<file path="src/sv/isg_pkg.sv">
// isg_pkg: shared constants, codes and types of the ising metropolis spin update block
// no dependencies; used by every other file of the block by scoped names

package isg_pkg;

    localparam int MAX_SIDE   = 64;
    localparam int SIDE_W     = $clog2(MAX_SIDE);  // row and column index bits
    localparam int SIDEV_W    = 7;                 // lattice_side register width
    localparam int NUM_TABLES = 5;
    localparam int TI_W       = $clog2(NUM_TABLES);
    localparam int RND_W      = 32;
    localparam int THR_W      = 64;
    localparam int CFG_IDX_W  = 3;
    localparam int QDEPTH     = 2;
    localparam int QPTR_W     = $clog2(QDEPTH);
    localparam int QCNT_W     = $clog2(QDEPTH + 1);
    localparam int S_DATA_W   = 48;
    localparam int M_DATA_W   = 8;

    // configuration register indexes
    localparam logic [CFG_IDX_W-1:0] CFG_SIDE = CFG_IDX_W'(0);
    localparam logic [CFG_IDX_W-1:0] CFG_TAB0 = CFG_IDX_W'(1);

    // input command codes carried on tuser
    localparam logic CMD_LOAD = 1'b0;
    localparam logic CMD_FLIP = 1'b1;

    typedef logic [THR_W-1:0] thr_row_t;
    typedef thr_row_t thr_tab_t [NUM_TABLES];

    typedef enum logic [1:0] {
        KIND_SKIP = 2'd0,
        KIND_LOAD = 2'd1,
        KIND_FLIP = 2'd2
    } kind_t;

    typedef struct packed {
        kind_t              kind;
        logic [SIDE_W-1:0]  row;
        logic [SIDE_W-1:0]  col;
        logic [SIDE_W-1:0]  rp;
        logic [SIDE_W-1:0]  rm;
        logic [SIDE_W-1:0]  cp;
        logic [SIDE_W-1:0]  cm;
        logic               spin_value;
        logic [RND_W-1:0]   rnd;
    } item_t;

    typedef struct packed {
        logic accepted;
        logic spin_now;
    } result_t;

endpackage

</file>
<file path="src/sv/isg_queue.sv">
// isg_queue: short fifo of classified items between the front stage and the update engine
// depends on isg_pkg

module isg_queue
(
    input  logic            clk,
    input  logic            rst_n,
    input  logic            push_valid,
    output logic            push_ready,
    input  isg_pkg::item_t  push_item,
    output logic            head_valid,
    input  logic            pop,
    output isg_pkg::item_t  head_item
);

    isg_pkg::item_t                 slot_reg [isg_pkg::QDEPTH];
    logic [isg_pkg::QPTR_W-1:0]     wr_ptr_reg;
    logic [isg_pkg::QPTR_W-1:0]     wr_ptr_next;
    logic [isg_pkg::QPTR_W-1:0]     rd_ptr_reg;
    logic [isg_pkg::QPTR_W-1:0]     rd_ptr_next;
    logic [isg_pkg::QCNT_W-1:0]     count_reg;
    logic [isg_pkg::QCNT_W-1:0]     count_next;
    logic                           do_push;
    logic                           do_pop;

    assign push_ready = (count_reg < isg_pkg::QCNT_W'(isg_pkg::QDEPTH));
    assign head_valid = (count_reg != '0);
    assign head_item  = slot_reg[rd_ptr_reg];
    assign do_push    = push_valid && push_ready;
    assign do_pop     = pop && head_valid;

    always_comb
    begin
        wr_ptr_next = wr_ptr_reg;
        rd_ptr_next = rd_ptr_reg;
        count_next  = count_reg;
        if (do_push)
        begin
            wr_ptr_next = (wr_ptr_reg == isg_pkg::QPTR_W'(isg_pkg::QDEPTH - 1)) ?
                          '0 : wr_ptr_reg + isg_pkg::QPTR_W'(1);
        end
        if (do_pop)
        begin
            rd_ptr_next = (rd_ptr_reg == isg_pkg::QPTR_W'(isg_pkg::QDEPTH - 1)) ?
                          '0 : rd_ptr_reg + isg_pkg::QPTR_W'(1);
        end
        if (do_push && !do_pop)
        begin
            count_next = count_reg + isg_pkg::QCNT_W'(1);
        end
        else if (do_pop && !do_push)
        begin
            count_next = count_reg - isg_pkg::QCNT_W'(1);
        end
    end

    always_ff @(posedge clk or negedge rst_n)
    begin
        if (!rst_n)
        begin
            wr_ptr_reg <= '0;
            rd_ptr_reg <= '0;
            count_reg  <= '0;
        end
        else
        begin
            wr_ptr_reg <= wr_ptr_next;
            rd_ptr_reg <= rd_ptr_next;
            count_reg  <= count_next;
        end
    end

    always_ff @(posedge clk)
    begin
        if (do_push)
        begin
            slot_reg[wr_ptr_reg] <= push_item;
        end
    end

endmodule

</file>
<file path="config.mk">
export PLATFORM = sky130hd
export DESIGN_NAME = isg_queue
export DESIGN_NICKNAME = d
export VERILOG_FILES = /design/src/sv/isg_pkg.sv /design/src/sv/isg_queue.sv
export SDC_FILE = /design/constraint.sdc
export NUM_CORES = 1
export LEC_CHECK = 0
export BUFFER_PORTS_ARGS = -buffer_cell sky130_fd_sc_hd__buf_2
export CAP_MARGIN = 20
export CORE_MARGIN = 4
export CORE_UTILIZATION = 56
export CTS_CLUSTER_DIAMETER = 50
export DETAILED_ROUTE_END_ITERATION = 7
export HOLD_SLACK_MARGIN = 0.05
export PLACE_DENSITY = 0.84
export SKIP_LAST_GASP = 1
export SYNTH_ARGS = -nofsm -noshare
export SYNTH_HDL_FRONTEND = slang
export SYNTH_SLANG_ARGS = --single-unit
</file>
<file path="constraint.sdc">
create_clock -name clk -period 13.21 [get_ports clk]
set_input_delay 1.9815 -clock clk [delete_from_list [all_inputs] [get_ports clk]]
set_output_delay 1.9815 -clock clk [all_outputs]
set_load 0.01 [all_outputs]
</file>
# After elaboration in Yosys (flattened, before gate mapping)
# Memories as Yosys holds them, arrays and structs flattened.
# Index checks and enable logic that the tools add are counted.
dict set report word_totals {
  ff_bits 4
  latchBits 0
  mem_bits_rw 142
  rom_bits 0
  input_bits 75
  out_inout_bits 73
  word_cells 23
  memories 1
}
dict set report op_classes {
  add_sub_neg 4
  multipliers 0
  div 0
  order_cmp 1
  eq_ne 0
  shift 0
  mux 6
  n_bitwise 0
  n_reduce_logical 8
}
# name depth width read_ports rd_ports_with_merged_regs wr line_no
set memory_table {}
lappend memory_table {slot_reg 2 71 1 0 1 isg_queue.sv:16} ;# isg_pkg::item_t slot_reg [isg_pkg::QDEPTH];
# operator count
set op_table {}
lappend op_table {{$logic_and A1 B1 Y1} 4}
lappend op_table {{$mux W1} 4}
lappend op_table {{$mux W2} 2}
lappend op_table {{$reduce_bool A2 Y1} 2}
lappend op_table {{$add A1 B1 Y1 const B} 2}
lappend op_table {{$add A2 B1 Y2 const B} 1}
lappend op_table {{$logic_not A1 Y1} 2}
lappend op_table {{$lt A2 B2 Y1 const B} 1}
lappend op_table {{$sub A2 B1 Y2 const B} 1}

# Depth between registers and ports, before layout
dict set report logic_depth {
  word_depth 6
  depth_mapped 6
  ltp_nobuf 6
}

# Worst setup path before layout
# Ideal clock, no wire load.
dict set report synth_timing {
  path_kind {input port to flip-flop}
  start {input push_valid}
  end {memory slot_reg[0][0] (netlist bit), enable pin}
  setup_ns 0.509
  arrival_ns 5.406
  setup_slack_ns 7.295
  cell_stages 2
  n_path_buf 0
  cell_sequence {nor2b_1 nor2b_1}
}
dict set report synth_via {
  elab_chain_cells 3
}
# element line_no
set synth_rtl {}
lappend synth_rtl {{start, declared} isg_queue.sv:8} ;# input logic push_valid,
lappend synth_rtl {{$logic_and A1 B1 Y1} isg_queue.sv:29} ;# assign do_push = push_valid && push_ready;
lappend synth_rtl {{$mux W1} isg_queue.sv:75} ;# if (do_push)
lappend synth_rtl {{$mux W1 (implied by the code)} isg_queue.sv:77} ;# slot_reg[wr_ptr_reg] <= push_item;
lappend synth_rtl {{end, declared} isg_queue.sv:16}
# Every way passes these cells.

==> flow_summary.toml <==
[sta]
final-hold-violation-count = 0
setup_tns_ns = 0
worst-slew-pin-transition_ns = 0.966
fmax_ghz = 0.221
timing_max_transition_violations_final = 0
crit_path_time_final_ns = 4.52
finalCritPeriodShare_pct = 34.2
unrepaired_setup_endpoints_after_global_routing = "false"
setup_viol = 0
fin_worst_skew_ns = 0.00438
timing.slew.headroom_pct = 35.6
setup_ws_ns = 8.69

[logic_synthesis]
synthesized_area_per_cell_um2 = 23.8
synth_seq_area_share_pct = 77.0
synth.net_count = 314
synth_cell_types = 15
ys_seq_elements = 146
syn_area_um2 = 5670
yosysWarnings = 0
synth_cells = 238

[global_route]
grt_start_max_net_pins = 72
grt_antenna_before_repair = 1
first_global_vias = 2709
grt_use_total_pct = 16.3
grt_first_pass_wirelength_um = 13700
globalRoute.totalOverflow = 0

[layout]
final_common_cell = "buf_2"
ant_diodes = 0
num-nets-final = 475
filler_cell_count = 647
area_growth_pct = 24.3
largest_register_ffs = 142
drive_gt1_share_pct = 61.3
final_cell_mix = "buf_2, edfxtp_1, mux2_4"

[die]
design.die.area_um2 = 11800
design.portCount = 148
core.rowCount = 36
die_x_um = 109
starting_utilization_of_the_core_area_pct = 57.7
die_h_um = 109
floorplan.core_area_um2 = 9820

[routing]
drc = 0
dr.pass1.iters = 5
met3RoutedLength_um = 609
antenna_violating_nets_post_route = 0
routed-via-count = 2677
via_per_inst = 4.92
drt-total-wl_um = 9370
top_layer_used = "met5"
met2RoutedLength_um = 4830
wl_per_cell_um = 17.2
detailedRoute.firstIterationViolations = 95
met1_wl_um = 3740

[worst_setup_path]
end_kind = "primary output"
path_max_fanout = 43
timing_worst_setup_path_type = "flop to primary output"
crit_required_ns = 11.23
worstSetupStartpointType = "flop"
worst-endpoint-arrival_ns = 2.54

[clock_tree]
ctsHtreeMaxLevel = 4
cts_tree = "done"
clk_pin_slew_ns = 0.06
post-cts-setup-buffers = 0
cts.sinks = 146
cts_buffers = 17
clock_tree.buffer_depth = 2
postCtsResizedCells = 0
clk-insertion-delay-late_ns = 0.51
buffer_cell_driving_the_clock_tree_root = "clkbuf_8"
post_cts_hold_buffer_count = 0

[min_path]
class_of_the_tightest_hold_or_removal_check = "flop to flop"

[placement]
post_dp_hpwl_um = 6110
io_buffer_count = 147
place_worst_setup_slack_ns = 8.93
gp_congestion = 0.684

[pwr]
total_power_w = 0.00155
cellLeakagePower_nw = 2.84
powerDensity_nw_per_um2 = 221
max-vdd-ir-drop_mv = 0.167

[outcome]
run_status = "finished, final reports clean"

[job]
max_cap_viol_count = 0
## cell type report
type                            count  area (um2)  area share [%]
Timing Repair Buffer              150         771            10.9
Tap cell                          133         166            2.36
Multi-Input combinational cell     83        1160            16.4
Sequential cell                   146        4370            62.0
Clock inverter                     14         163            2.31
Inverter                            1        3.75          0.0533
Clock buffer                       17         414            5.88
## where the power goes
group          internal [W]  switching [W]
clock              0.000285       0.000174
sequential         0.000609      0.0000470
combinational      0.000236       0.000202
total               0.00113       0.000423
## worst paths after layout
kind / startpoint / to / slack [ns] / depth (start not counted)
max in group asynchronous: rst_n / rd_ptr_reg / 11.82 / 1
setup / recovery: rd_ptr_reg / head_item[13] / 8.69 / 3
setup reg to reg: count_reg[1] / slot_reg[0][51] / 11.23 / 3
hold reg to reg: count_reg[0] / count_reg[0] / 0.54 / 1
min in group asynchronous: rst_n / count_reg[1] / 1.26 / 1
hold / removal: count_reg[0] / count_reg[0] / 0.54 / 1
## kinds of logic (layout without fill, tap and decap cells)
group         count (synthesis)  after routing  synth area share, %
flops                       146            146                 77.0
mux                          71             71                 18.7
buf+inv                       9            182                 2.74
simple gates                  6              6                0.574
xor+xnor                      5              5                0.773
fa+ha+maj                     1              1                0.221
## critical path, cell delays in order, from the launching register on
cell,delay [ns]
dfrtp_4,0.77
buf_4,0.73
mux2_4,0.36
buf_2,0.14
## per-stage QoR
| stage | std cells | utilization (%) | area (um2) | hold WS (ns) |
|---|---|---|---|---|
| 2_1_floorplan | 238 | - | 5670 | 0.455 |
| 3_3_place_gp | 512 | 65.6 | 6450 | 0.492 |
| 3_5_place_dp | 512 | 65.6 | 6450 | 0.541 |
| 4_1_cts | 543 | 71.5 | 7020 | 0.548 |
| 5_1_grt | 544 | 71.7 | 7040 | 0.564 |
| 6_report | 544 | 71.7 | 7040 | 0.540 |
## per-layer routing
layer	GRT usage, %	vias to the layer above
li1	-	1258
met2	26.3	93
met3	4.96	18
met1	19.7	1306
met4	8.75	2
met5	0	-
## Yosys cell counts, drive strengths merged
cell	instances	area share (%)
nand2	1	0.066
and2	1	0.11
xnor2	3	0.46
buf	8	2.7
edfxtp	142	75
nor2b	2	0.22
mux2	71	19
nor2	1	0.066
ha	1	0.22
inv	1	0.066
or2	1	0.11
dfrtp	4	1.8
xor2	2	0.31
No activity file was read; power rests on OpenSTA's default activity.
