File: src/sv/isg_pkg.sv
// isg_pkg: shared constants, codes and types of the ising metropolis spin update block
// no dependencies; used by every other file of the block by scoped names

package isg_pkg;

    localparam int MAX_SIDE   = 64;
    localparam int SIDE_W     = $clog2(MAX_SIDE);  // row and column index bits
    localparam int SIDEV_W    = 7;                 // lattice_side register width
    localparam int NUM_TABLES = 5;
    localparam int TI_W       = $clog2(NUM_TABLES);
    localparam int RND_W      = 32;
    localparam int THR_W      = 64;
    localparam int CFG_IDX_W  = 3;
    localparam int QDEPTH     = 2;
    localparam int QPTR_W     = $clog2(QDEPTH);
    localparam int QCNT_W     = $clog2(QDEPTH + 1);
    localparam int S_DATA_W   = 48;
    localparam int M_DATA_W   = 8;

    // configuration register indexes
    localparam logic [CFG_IDX_W-1:0] CFG_SIDE = CFG_IDX_W'(0);
    localparam logic [CFG_IDX_W-1:0] CFG_TAB0 = CFG_IDX_W'(1);

    // input command codes carried on tuser
    localparam logic CMD_LOAD = 1'b0;
    localparam logic CMD_FLIP = 1'b1;

    typedef logic [THR_W-1:0] thr_row_t;
    typedef thr_row_t thr_tab_t [NUM_TABLES];

    typedef enum logic [1:0] {
        KIND_SKIP = 2'd0,
        KIND_LOAD = 2'd1,
        KIND_FLIP = 2'd2
    } kind_t;

    typedef struct packed {
        kind_t              kind;
        logic [SIDE_W-1:0]  row;
        logic [SIDE_W-1:0]  col;
        logic [SIDE_W-1:0]  rp;
        logic [SIDE_W-1:0]  rm;
        logic [SIDE_W-1:0]  cp;
        logic [SIDE_W-1:0]  cm;
        logic               spin_value;
        logic [RND_W-1:0]   rnd;
    } item_t;

    typedef struct packed {
        logic accepted;
        logic spin_now;
    } result_t;

endpackage

File: src/sv/isg_front.sv
// isg_front: input stage that takes transfers, checks the site and works out wrapped neighbours
// depends on isg_pkg

module isg_front
(
    input  logic                            clk,
    input  logic                            rst_n,
    input  logic                            s_tvalid,
    output logic                            s_tready,
    input  logic [isg_pkg::S_DATA_W-1:0]    s_tdata,
    input  logic                            s_tuser,
    input  logic [isg_pkg::SIDEV_W-1:0]     side,
    output logic                            push_valid,
    input  logic                            push_ready,
    output isg_pkg::item_t                  push_item
);

    logic                           f_valid_reg;
    logic                           f_valid_next;
    isg_pkg::item_t                 f_item_reg;
    isg_pkg::item_t                 f_item_next;
    logic [isg_pkg::SIDEV_W-1:0]    eff;
    logic [isg_pkg::SIDE_W-1:0]     row;
    logic [isg_pkg::SIDE_W-1:0]     col;
    logic [isg_pkg::SIDEV_W-1:0]    row_inc;
    logic [isg_pkg::SIDEV_W-1:0]    col_inc;
    logic [isg_pkg::SIDE_W-1:0]     eff_dec;
    logic                           take;

    assign row = s_tdata[isg_pkg::SIDE_W-1:0];
    assign col = s_tdata[2*isg_pkg::SIDE_W-1:isg_pkg::SIDE_W];

    // clamp side into 2..MAX_SIDE
    always_comb
    begin
        priority if (side < isg_pkg::SIDEV_W'(2))
        begin
            eff = isg_pkg::SIDEV_W'(2);
        end
        else if (side > isg_pkg::SIDEV_W'(isg_pkg::MAX_SIDE))
        begin
            eff = isg_pkg::SIDEV_W'(isg_pkg::MAX_SIDE);
        end
        else
        begin
            eff = side;
        end
    end

    assign row_inc = {1'b0, row} + isg_pkg::SIDEV_W'(1);
    assign col_inc = {1'b0, col} + isg_pkg::SIDEV_W'(1);
    assign eff_dec = isg_pkg::SIDE_W'(eff - isg_pkg::SIDEV_W'(1));

    always_comb
    begin
        f_item_next            = '0;
        f_item_next.row        = row;
        f_item_next.col        = col;
        f_item_next.spin_value = s_tdata[2*isg_pkg::SIDE_W];
        f_item_next.rnd        = s_tdata[2*isg_pkg::SIDE_W+isg_pkg::RND_W:2*isg_pkg::SIDE_W+1];
        f_item_next.rp = (row_inc == eff) ? '0 : row_inc[isg_pkg::SIDE_W-1:0];
        f_item_next.cp = (col_inc == eff) ? '0 : col_inc[isg_pkg::SIDE_W-1:0];
        f_item_next.rm = (row == '0) ? eff_dec : row - isg_pkg::SIDE_W'(1);
        f_item_next.cm = (col == '0) ? eff_dec : col - isg_pkg::SIDE_W'(1);
        priority if (({1'b0, row} >= eff) || ({1'b0, col} >= eff))
        begin
            f_item_next.kind = isg_pkg::KIND_SKIP;
        end
        else if (s_tuser == isg_pkg::CMD_FLIP)
        begin
            f_item_next.kind = isg_pkg::KIND_FLIP;
        end
        else
        begin
            f_item_next.kind = isg_pkg::KIND_LOAD;
        end
    end

    assign s_tready   = !f_valid_reg || push_ready;
    assign take       = s_tvalid && s_tready;
    assign push_valid = f_valid_reg;
    assign push_item  = f_item_reg;

    always_comb
    begin
        f_valid_next = f_valid_reg;
        if (take)
        begin
            f_valid_next = 1'b1;
        end
        else if (push_ready)
        begin
            f_valid_next = 1'b0;
        end
    end

    always_ff @(posedge clk or negedge rst_n)
    begin
        if (!rst_n)
        begin
            f_valid_reg <= 1'b0;
        end
        else
        begin
            f_valid_reg <= f_valid_next;
        end
    end

    always_ff @(posedge clk)
    begin
        if (take)
        begin
            f_item_reg <= f_item_next;
        end
    end

endmodule

File: config.mk
export PLATFORM = sky130hd
export DESIGN_NAME = isg_front
export DESIGN_NICKNAME = d
export VERILOG_FILES = /design/src/sv/isg_pkg.sv /design/src/sv/isg_front.sv
export SDC_FILE = /design/constraint.sdc
export NUM_CORES = 1
export LEC_CHECK = 0
export ABC_CLOCK_PERIOD_IN_PS = 3400
export BUFFER_PORTS_ARGS = -buffer_cell sky130_fd_sc_hd__buf_2
export CORE_ASPECT_RATIO = 0.75
export CORE_MARGIN = 2
export CORE_UTILIZATION = 50
export DETAILED_ROUTE_END_ITERATION = 8
export PLACE_DENSITY = 0.84
export SETUP_SLACK_MARGIN = 0.02
export SYNTH_ARGS = -nofsm -noshare
export SYNTH_HDL_FRONTEND = slang
export SYNTH_SLANG_ARGS = --single-unit
File: constraint.sdc
create_clock -name clk -period 3.4 [get_ports clk]
set_input_delay 0.51 -clock clk [delete_from_list [all_inputs] [get_ports clk]]
set_output_delay 0.51 -clock clk [all_outputs]
set_load 0.05 [all_outputs]
---- Yosys cells after proc, flatten, opt, wreduce, memory -nomap -nowiden ----
Cells that the tools add are included.
storage, ports and cells
  register bits ........................... 72
  output and inout port bits .............. 73
  logic and storage cells ................. 35
  input port bits ......................... 60
cells by class
  eq/ne operators ......................... 2
  order comparisons ....................... 4
  muxes and demuxes ....................... 7
  add/subtract/negate cells ............... 5
  reductions and logical operators ........ 7
operators by type and width
  cell                 count
  $sub 6x1->6 const B  3
  $add 6x1->7 const B  2
  $eq 7x7->1           2
  $ge 6x7->1           2
  $mux 7               2
  $logic_not 6->1      2
  $mux 6               2
  $gt 7x7->1 const B   1
  $lt 7x2->1 const B   1
  $logic_or 1x1->1     2
  $mux 1               2
  $mux 2               1
  $reduce_bool 2->1    1
  $logic_and 1x1->1    1
  $logic_not 1->1      1

---- Logic depth before layout (Yosys ltp) ----
Gate-level depths: netlist of the first run.
  word-level depth ........................ 5
  depth in mapped cells ................... 10
  gate-level depth less buffers ........... 9

---- Worst setup path before layout of the first run ----
Ideal clock, no wire load.
  path type ............................... register to register
  from .................................... reg f_valid_reg, in the netlist push_valid
  to ...................................... reg f_item_reg, in the netlist push_item[0] (enable)
  setup time .............................. 0.437 ns
  cell stages (with the launch flop) ...... 3
  path slack .............................. 0.157 ns
  data arrival time ....................... 2.807 ns
  cell sequence ........................... dfrtp_1 > nand2b_1 > and2_1
between the ends
  word-level cells in the longest chain between the ends .. 3
RTL lines
  what                    line              text
  start, declared         isg_front.sv:18   logic f_valid_reg;
  start signal, assigned  isg_front.sv:105  f_valid_reg <= f_valid_next;
  $logic_not 1->1         isg_front.sv:79   assign s_tready = !f_valid_reg || push_ready;
  $logic_or 1x1->1        isg_front.sv:79
  net s_tready            isg_front.sv:9    output logic s_tready,
  $logic_and 1x1->1       isg_front.sv:80   assign take = s_tvalid && s_tready;
  end signal, assigned    isg_front.sv:113  f_item_reg <= f_item_next;
  end, declared           isg_front.sv:20   isg_pkg::item_t f_item_reg;
The timed path passes the listed nets, and every way through them passes these cells.
A chain may end at the register's enable or synchronous reset.

---- Worst setup path after layout of the first run ----
  from .................................... in side[3] (netlist bit)
  to ...................................... reg f_item_reg, in the netlist push_item[69], data pin
between the ends
  word-level cells in the longest chain between the ends .. 5
RTL lines
  what                  line             text
  start, declared       isg_front.sv:12  input logic [isg_pkg::SIDEV_W-1:0] side,
  $gt 7x7->1            isg_front.sv:40  else if (side > isg_pkg::SIDEV_W'(isg_pkg::MAX_SIDE))
  $mux 7                isg_front.sv:40
  $mux 7 (*)            isg_front.sv:36  priority if (side < isg_pkg::SIDEV_W'(2))
  $ge 6x7->1            isg_front.sv:65  priority if (({1'b0, row} >= eff) || ({1'b0, col} >= eff))
  $logic_or 1x1->1 (*)  isg_front.sv:65
Mark *: on every way between the ends. The rest lies on a longest branch, timed or not.

==> results.py, run 1 <==
metrics = {
    "critical_path": {
        "slowest_delay_ns": 0.62,
        "path_cells": "buf_2, or3_1, nor3_1, nor3b_1, ha_1, nand2b_1, a21o_1, a21o_1, a211o_1, a221oi_1",
        "critPathKind": "input port to flip-flop",
        "crit_arrival_ns": 3.14,
        "critPathBufInv": 1,
        "timing.rr.start": "push_valid",
        "crit_slowest_cell": "nor3b_1",
        "cp_common_cell": "a21o_1",
        "cp_max_fo": 14,
        "critPathCaptureType": "flip-flop",
        "cp-startpoint": "side[3]",
        "critical-path-top-delay-family": "simple AND/OR/NAND/NOR gates",
        "cp.required_ns": 3.56,
        "cp-start-kind": "input port",
    },
    "placement": {
        "dp_hpwl_mm": 6.27,
        "placed_area_sq_um": 4370,
        "placedCellCount": 494,
        "io_buffers": 129,
        "place_ws_ns": 0.111,
        "place.gp.congestion": 0.879,
    },
    "synth": {
        "synth_top_area_share_pct": 58.4,
        "seq_area_frac_synth_pct": 59.1,
        "synthMuxAreaShare_pct": 1.99,
        "synth_edf_count": 71,
        "synth_top_area_cell": "edfxtp_1",
        "synth_cell_type_count": 60,
        "yosys_warnings": 0,
        "synthFlopType": "edfxtp_1",
        "synth_compound_area_share_pct": 12.1,
        "synth_area_per_cell_sq_um": 13.1,
        "syn-cell-area_sq_um": 3650,
        "synth_xor_xnor_area_share_pct": 4.70,
        "ys_seq_elements": 72,
        "synth_simple_gate_area_share_pct": 12.1,
        "synth_area_leaders": "edfxtp_1, ha_1, a21oi_1",
        "synth_fp_nets": 358,
        "synthCells": 279,
        "synth_top_family_by_area": "compound AO/OA/AOI/OAI gates",
        "yosys.area_share.adder_pct": 6.51,
        "synth-async-reset-ratio_pct": 1.39,
    },
    "die": {
        "rows": 26,
        "die_x_um": 103,
        "fp.dieH_um": 78.0,
        "core_area_sq_um": 6930,
        "io_pins": 133,
        "die-area_sq_um": 8010,
        "initial_utilization_pct": 52.7,
    },
    "clock_network": {
        "clk_pin_slew_ns": 0.08,
        "h-tree-depth": 3,
        "post-cts-setup-buffer-count": 0,
        "cts_resized": 0,
        "root_buffer": "clkbuf_8",
        "cts.sinks": 72,
        "ctsHoldBuffers": 1,
        "insertion_delay_ns": 0.34,
        "cts_buffer_depth": 2,
        "cts_tree": "done",
        "cts_buffers": 9,
    },
    "power_and_ir_drop": {
        "clkPwrFrac_pct": 32.3,
        "netSwitchingPower_mw": 0.682,
        "power_density_nw_per_um2": 494,
        "swShare_pct": 30.0,
        "ir_drop_mv": 0.249,
        "finalPower_mw": 2.27,
        "intPower_mw": 1.59,
        "comb_power_share_pct": 21.3,
        "sequentialPowerShare_pct": 46.3,
        "p_leak_nw": 1.89,
    },
    "grt": {
        "grt_pass1_wl_mm": 12.6,
        "grt_pass1_vias": 2607,
        "track_usage_pct": 21.0,
        "globalRouteOverflowTotal": 0,
        "antenna_found_initial": 0,
        "grt_max_degree": 35,
    },
    "layout": {
        "fin_cells": 511,
        "n_antenna_cell": 0,
        "final_cell_area_sq_um": 4600,
        "area_growth_syn_to_layout_pct": 26.1,
        "nets": 487,
        "drive_gt1_share_pct": 38.3,
        "fill_cells": 546,
    },
    "routing": {
        "wl_per_cell_um": 16.3,
        "drcViolationCount": 0,
        "vias": 2740,
        "ant_nets": 0,
        "viasPerCell": 5.36,
        "drt_iter0_markers": 176,
        "wirelength_mm": 8.35,
        "dr.pass1.iters": 4,
    },
    "sta": {
        "finalHoldViolCount": 0,
        "finalCritPeriodShare_pct": 87.7,
        "worstMarginPinSlew_ns": 0.841,
        "layout_setup_ws_ns": 0.417,
        "finalMaxSlewViolations": 0,
        "fin_tns_setup_ns": 0,
        "fmax_mhz": 335,
        "clock_skew_ns": 0.00477,
        "slew_headroom_pct": 44.0,
        "period_minus_slack_ns": 2.98,
        "rsz0062_at_grt": "no",
        "finalSetupViolCount": 0,
    },
    "hold_path": {
        "worstHoldPathType": "input port to flip-flop",
        "worstHoldStart": "s_tdata[15]",
    },
    "run": {
        "max_cap_violations": 0,
    },
    "run_status": {
        "status": "complete, no violations",
    },
}
cells in the mapped netlist, drive strengths merged (7+ instances only):
| cell type | instances |
|---|---|
| ha | 19 |
| nand3 | 8 |
| edfxtp | 71 |
| inv | 11 |
| buf | 10 |
| a21oi | 18 |
| xor2 | 10 |
| nand2b | 9 |
| nand2 | 10 |
| a31oi | 7 |
| xnor2 | 7 |
| nor2 | 21 |
sequential cells by signal, indices dropped and copies added, names as in the netlist:
| name | cells |
|---|---|
| push_item | 71 |
| push_valid | 1 |
worst reg2reg max path, stage by stage, from the launching register on:
cell	delay, ns
dfrtp_1	0.38
nand2b_1	0.10
and2_2	0.71
buf_12	0.30
power by group through the flow:
| stage | clock network, mW | registers (mW) | logic, mW |
|---|---|---|---|
| after global placement | 0 | 1.07 | 0.470 |
| after global routing | 0.779 | 1.06 | 0.518 |
| after floorplan | 0 | 1.26 | 0.170 |
| final | 0.734 | 1.05 | 0.484 |
| after detailed placement | 0 | 1.07 | 0.482 |
| after CTS | 0.749 | 1.05 | 0.485 |
routing by layer:
metal / vias to the layer above / global-route usage [%] / wire, um
met2: 119 / 34.5 / 4060
met3: 8 / 7.03 / 780
met5: - / 0 / 0
met4: 0 / 4.67 / 58
li1: 1321 / - / -
met1: 1292 / 27.0 / 3450
placed cells by master, fill, tap and decap left out, types with 4 or more instances in the layout:
cell,netlist,layout
mux2i_1,5,5
xor2_1,10,10
nor3b_1,5,5
nand2_1,10,10
ha_1,19,19
a21oi_1,18,18
a31oi_1,7,7
nor3_1,4,4
nand2b_1,9,9
nand3_1,7,7
edfxtp_1,71,71
clkbuf_8,0,9
nor2_1,21,21
xnor2_1,7,7
buf_2,5,129
or3_1,6,6
inv_1,11,11
through the flow:
step,util [%],hold WS [ns]
after floorplan,-,0.214
after global placement,63.1,0.284
after detailed placement,63.1,0.285
after CTS,66.4,0.321
after global routing,66.4,0.313
final,66.4,0.338
cells by family (layout without fill, tap and decap cells):
kind of cell             after synthesis  count (layout)
AND/OR/NAND/NOR                       75              75
adder cells (fa/ha/maj)               19              19
XOR/XNOR                              18              18
multiplexers                           7               7
buffers and inverters                 27             161
AO/OA/AOI/OAI                         61              61
flip-flops                            72              72
layout make-up:
cell class	count	area (sq um)	share of cell area [%]
flip-flops and latches	72	2160	46.9
multi-input cells	180	1360	29.6
repair buffers	134	698	15.2
clock buffers	10	128	2.77
well taps	98	123	2.66
clock inverters	6	91.3	1.98
inverters	11	41.3	0.897
worst paths after layout:
check                                end  slack (ns)  depth (start not counted)
max                        push_item[69]        0.42                         10
min                         push_item[2]        0.34                          1
max reg2reg                push_item[12]        1.59                          3
min reg2reg                   push_valid        0.54                          2
max in group asynchronous     push_valid        2.85                          2
min in group asynchronous     push_valid        0.47                          2
Power figures use the tool's default switching activity.
==> inputs of run 2 (changes only) <==
--- a/config.mk
+++ b/config.mk
@@ -12,6 +12,7 @@
 export CORE_UTILIZATION = 50
 export DETAILED_ROUTE_END_ITERATION = 8
 export PLACE_DENSITY = 0.84
+export REMOVE_ABC_BUFFERS = 1
 export SETUP_SLACK_MARGIN = 0.02
 export SYNTH_ARGS = -nofsm -noshare
 export SYNTH_HDL_FRONTEND = slang
==> run 2 against run 1 <==
Net effect:
- clock skew is 0.00068 ns higher
- utilization is 0.56 points higher
- non-clock buffer count is 2 higher
- cell count is 0.39% higher
- sequential cell count stayed put
- power is 3.4% higher
- critical path depth stayed put
- worst setup slack worse by 0.042 ns
- maximum frequency is 1.4% lower
- largest cell class unchanged
==> results.py, run 2 (same netlist as run 1, synthesis figures left out) <==
metrics = {
    "run_status": {
        "status": "complete, no violations",
    },
    "grt": {
        "grt_pass1_vias": 2604,
        "globalRouteOverflowTotal": 0,
        "antenna_found_initial": 0,
        "grt_max_degree": 38,
        "track_usage_pct": 21.3,
        "grt_pass1_wl_mm": 12.8,
    },
    "routing": {
        "drt_iter0_markers": 197,
        "wl_per_cell_um": 16.3,
        "wirelength_mm": 8.34,
        "dr.pass1.iters": 4,
        "drcViolationCount": 0,
        "vias": 2711,
        "viasPerCell": 5.28,
        "ant_nets": 0,
    },
    "sta": {
        "period_minus_slack_ns": 3.02,
        "worstMarginPinSlew_ns": 0.814,
        "rsz0062_at_grt": "no",
        "finalCritPeriodShare_pct": 89.0,
        "fmax_mhz": 331,
        "fin_tns_setup_ns": 0,
        "finalHoldViolCount": 0,
        "clock_skew_ns": 0.00546,
        "finalSetupViolCount": 0,
        "layout_setup_ws_ns": 0.375,
        "finalMaxSlewViolations": 0,
        "slew_headroom_pct": 45.7,
    },
    "critical_path": {
        "cp_max_fo": 12,
        "critPathKind": "input port to flip-flop",
        "crit_arrival_ns": 3.18,
        "critPathCaptureType": "flip-flop",
        "timing.rr.start": "push_valid",
        "cp.required_ns": 3.55,
        "path_cells": "buf_2, or3_1, nor3_1, nor3b_1, ha_1, nand2b_1, a21o_1, a21o_1, a211o_1, a221oi_1",
        "cp-start-kind": "input port",
        "r2r_setup_slack_ns": 1.57,
        "r2r_end": "push_item[52]",
        "slowest_delay_ns": 0.65,
        "crit_slowest_cell": "nor3b_1",
        "r2r_cells": 3,
        "cp_common_cell": "a21o_1",
    },
    "clock_network": {
        "cts_tree": "done",
        "insertion_delay_ns": 0.33,
        "post-cts-setup-buffer-count": 0,
        "cts_buffer_depth": 2,
        "h-tree-depth": 3,
        "root_buffer": "clkbuf_8",
        "cts.sinks": 72,
        "cts_resized": 0,
        "clk_pin_slew_ns": 0.08,
        "cts_buffers": 9,
    },
    "power_and_ir_drop": {
        "p_leak_nw": 1.92,
        "ir_drop_mv": 0.221,
        "power_density_nw_per_um2": 506,
    },
    "hold_path": {
        "hold_depth": 1,
        "hold_end": "push_item[17]",
        "worstHoldStart": "s_tdata[30]",
        "worstHoldPathType": "input port to flip-flop",
    },
    "layout": {
        "largest_reg_flops": 71,
        "nets": 489,
        "fin_util_pct": 67.0,
        "n_antenna_cell": 0,
        "register_area_sq_um": 2160,
        "multi_input_area_sq_um": 1360,
        "fill_cells": 535,
        "final_common_cell": "buf_2",
        "drive_gt1_share_pct": 38.6,
        "final_cell_area_sq_um": 4640,
        "fin_cells": 513,
        "layout_common_cells": "buf_2, edfxtp_1, nor2_1, ha_1, a21oi_1",
        "area_growth_syn_to_layout_pct": 27.2,
    },
    "placement": {
        "place.gp.congestion": 0.901,
        "placed_area_sq_um": 4390,
        "place_ws_ns": 0.0255,
        "io_buffers": 129,
        "placedCellCount": 496,
        "dp_hpwl_mm": 6.27,
    },
    "run": {
        "max_cap_violations": 0,
    },
    "die": {
        "fp.dieH_um": 78.0,
        "initial_utilization_pct": 52.7,
        "io_pins": 133,
        "die-area_sq_um": 8010,
        "die_x_um": 103,
        "rows": 26,
        "core_area_sq_um": 6930,
    },
}
-- run 2: worst max-delay path, delay by kind of cell --
family | cells | cell delay [ns]
compound gates | 4 | 0.93
fa+ha+maj | 1 | 0.38
buf+inv | 1 | 0.26
simple gates | 4 | 1.08
-- run 2: worst max-delay path by stage --
stage,endpoint,startpoint
after global placement,push_item[70],side[4]
after CTS,push_item[70],side[4]
after floorplan,push_item[0],push_valid
after global routing,push_item[70],side[4]
after detailed placement,push_item[70],side[4]
final,push_item[70],side[4]
-- run 2: report_power, final --
group	switching [mW]	internal, mW
Combinational	0.349	0.135
Sequential	0.0123	1.04
Clock	0.319	0.493
-- run 2: routing by layer --
metal | GRT usage (%) | vias up | share of wire [%]
met2 | 34.7 | 123 | 49
met5 | 0 | - | 0
met1 | 27.7 | 1261 | 40
li1 | - | 1323 | -
met4 | 4.80 | 0 | 0.55
met3 | 7.12 | 4 | 9.9
-- run 2: area by class of cell --
type / count / area share (%)
flip-flops and latches: 72 / 46.5
multi-input cells: 180 / 29.4
repair buffers: 136 / 15.4
clock buffers: 10 / 2.75
well taps: 98 / 2.64
clock inverters: 6 / 2.48
inverters: 11 / 0.890
-- run 2: metrics by stage --
stage               hold WS, ns  power [mW]
CTS                       0.322        2.37
detailed placement        0.293        1.56
finish                    0.343        2.35
global placement          0.289        1.54
floorplan                 0.214        1.40
global route              0.318        2.44
-- run 2: repair_timing --
| item | in CTS | in global routing |
|---|---|---|
| endpoints found under the hold margin | 1 | 0 |
| endpoints found under the setup margin | 0 | 0 |
| hold buffers | 1 | 0 |
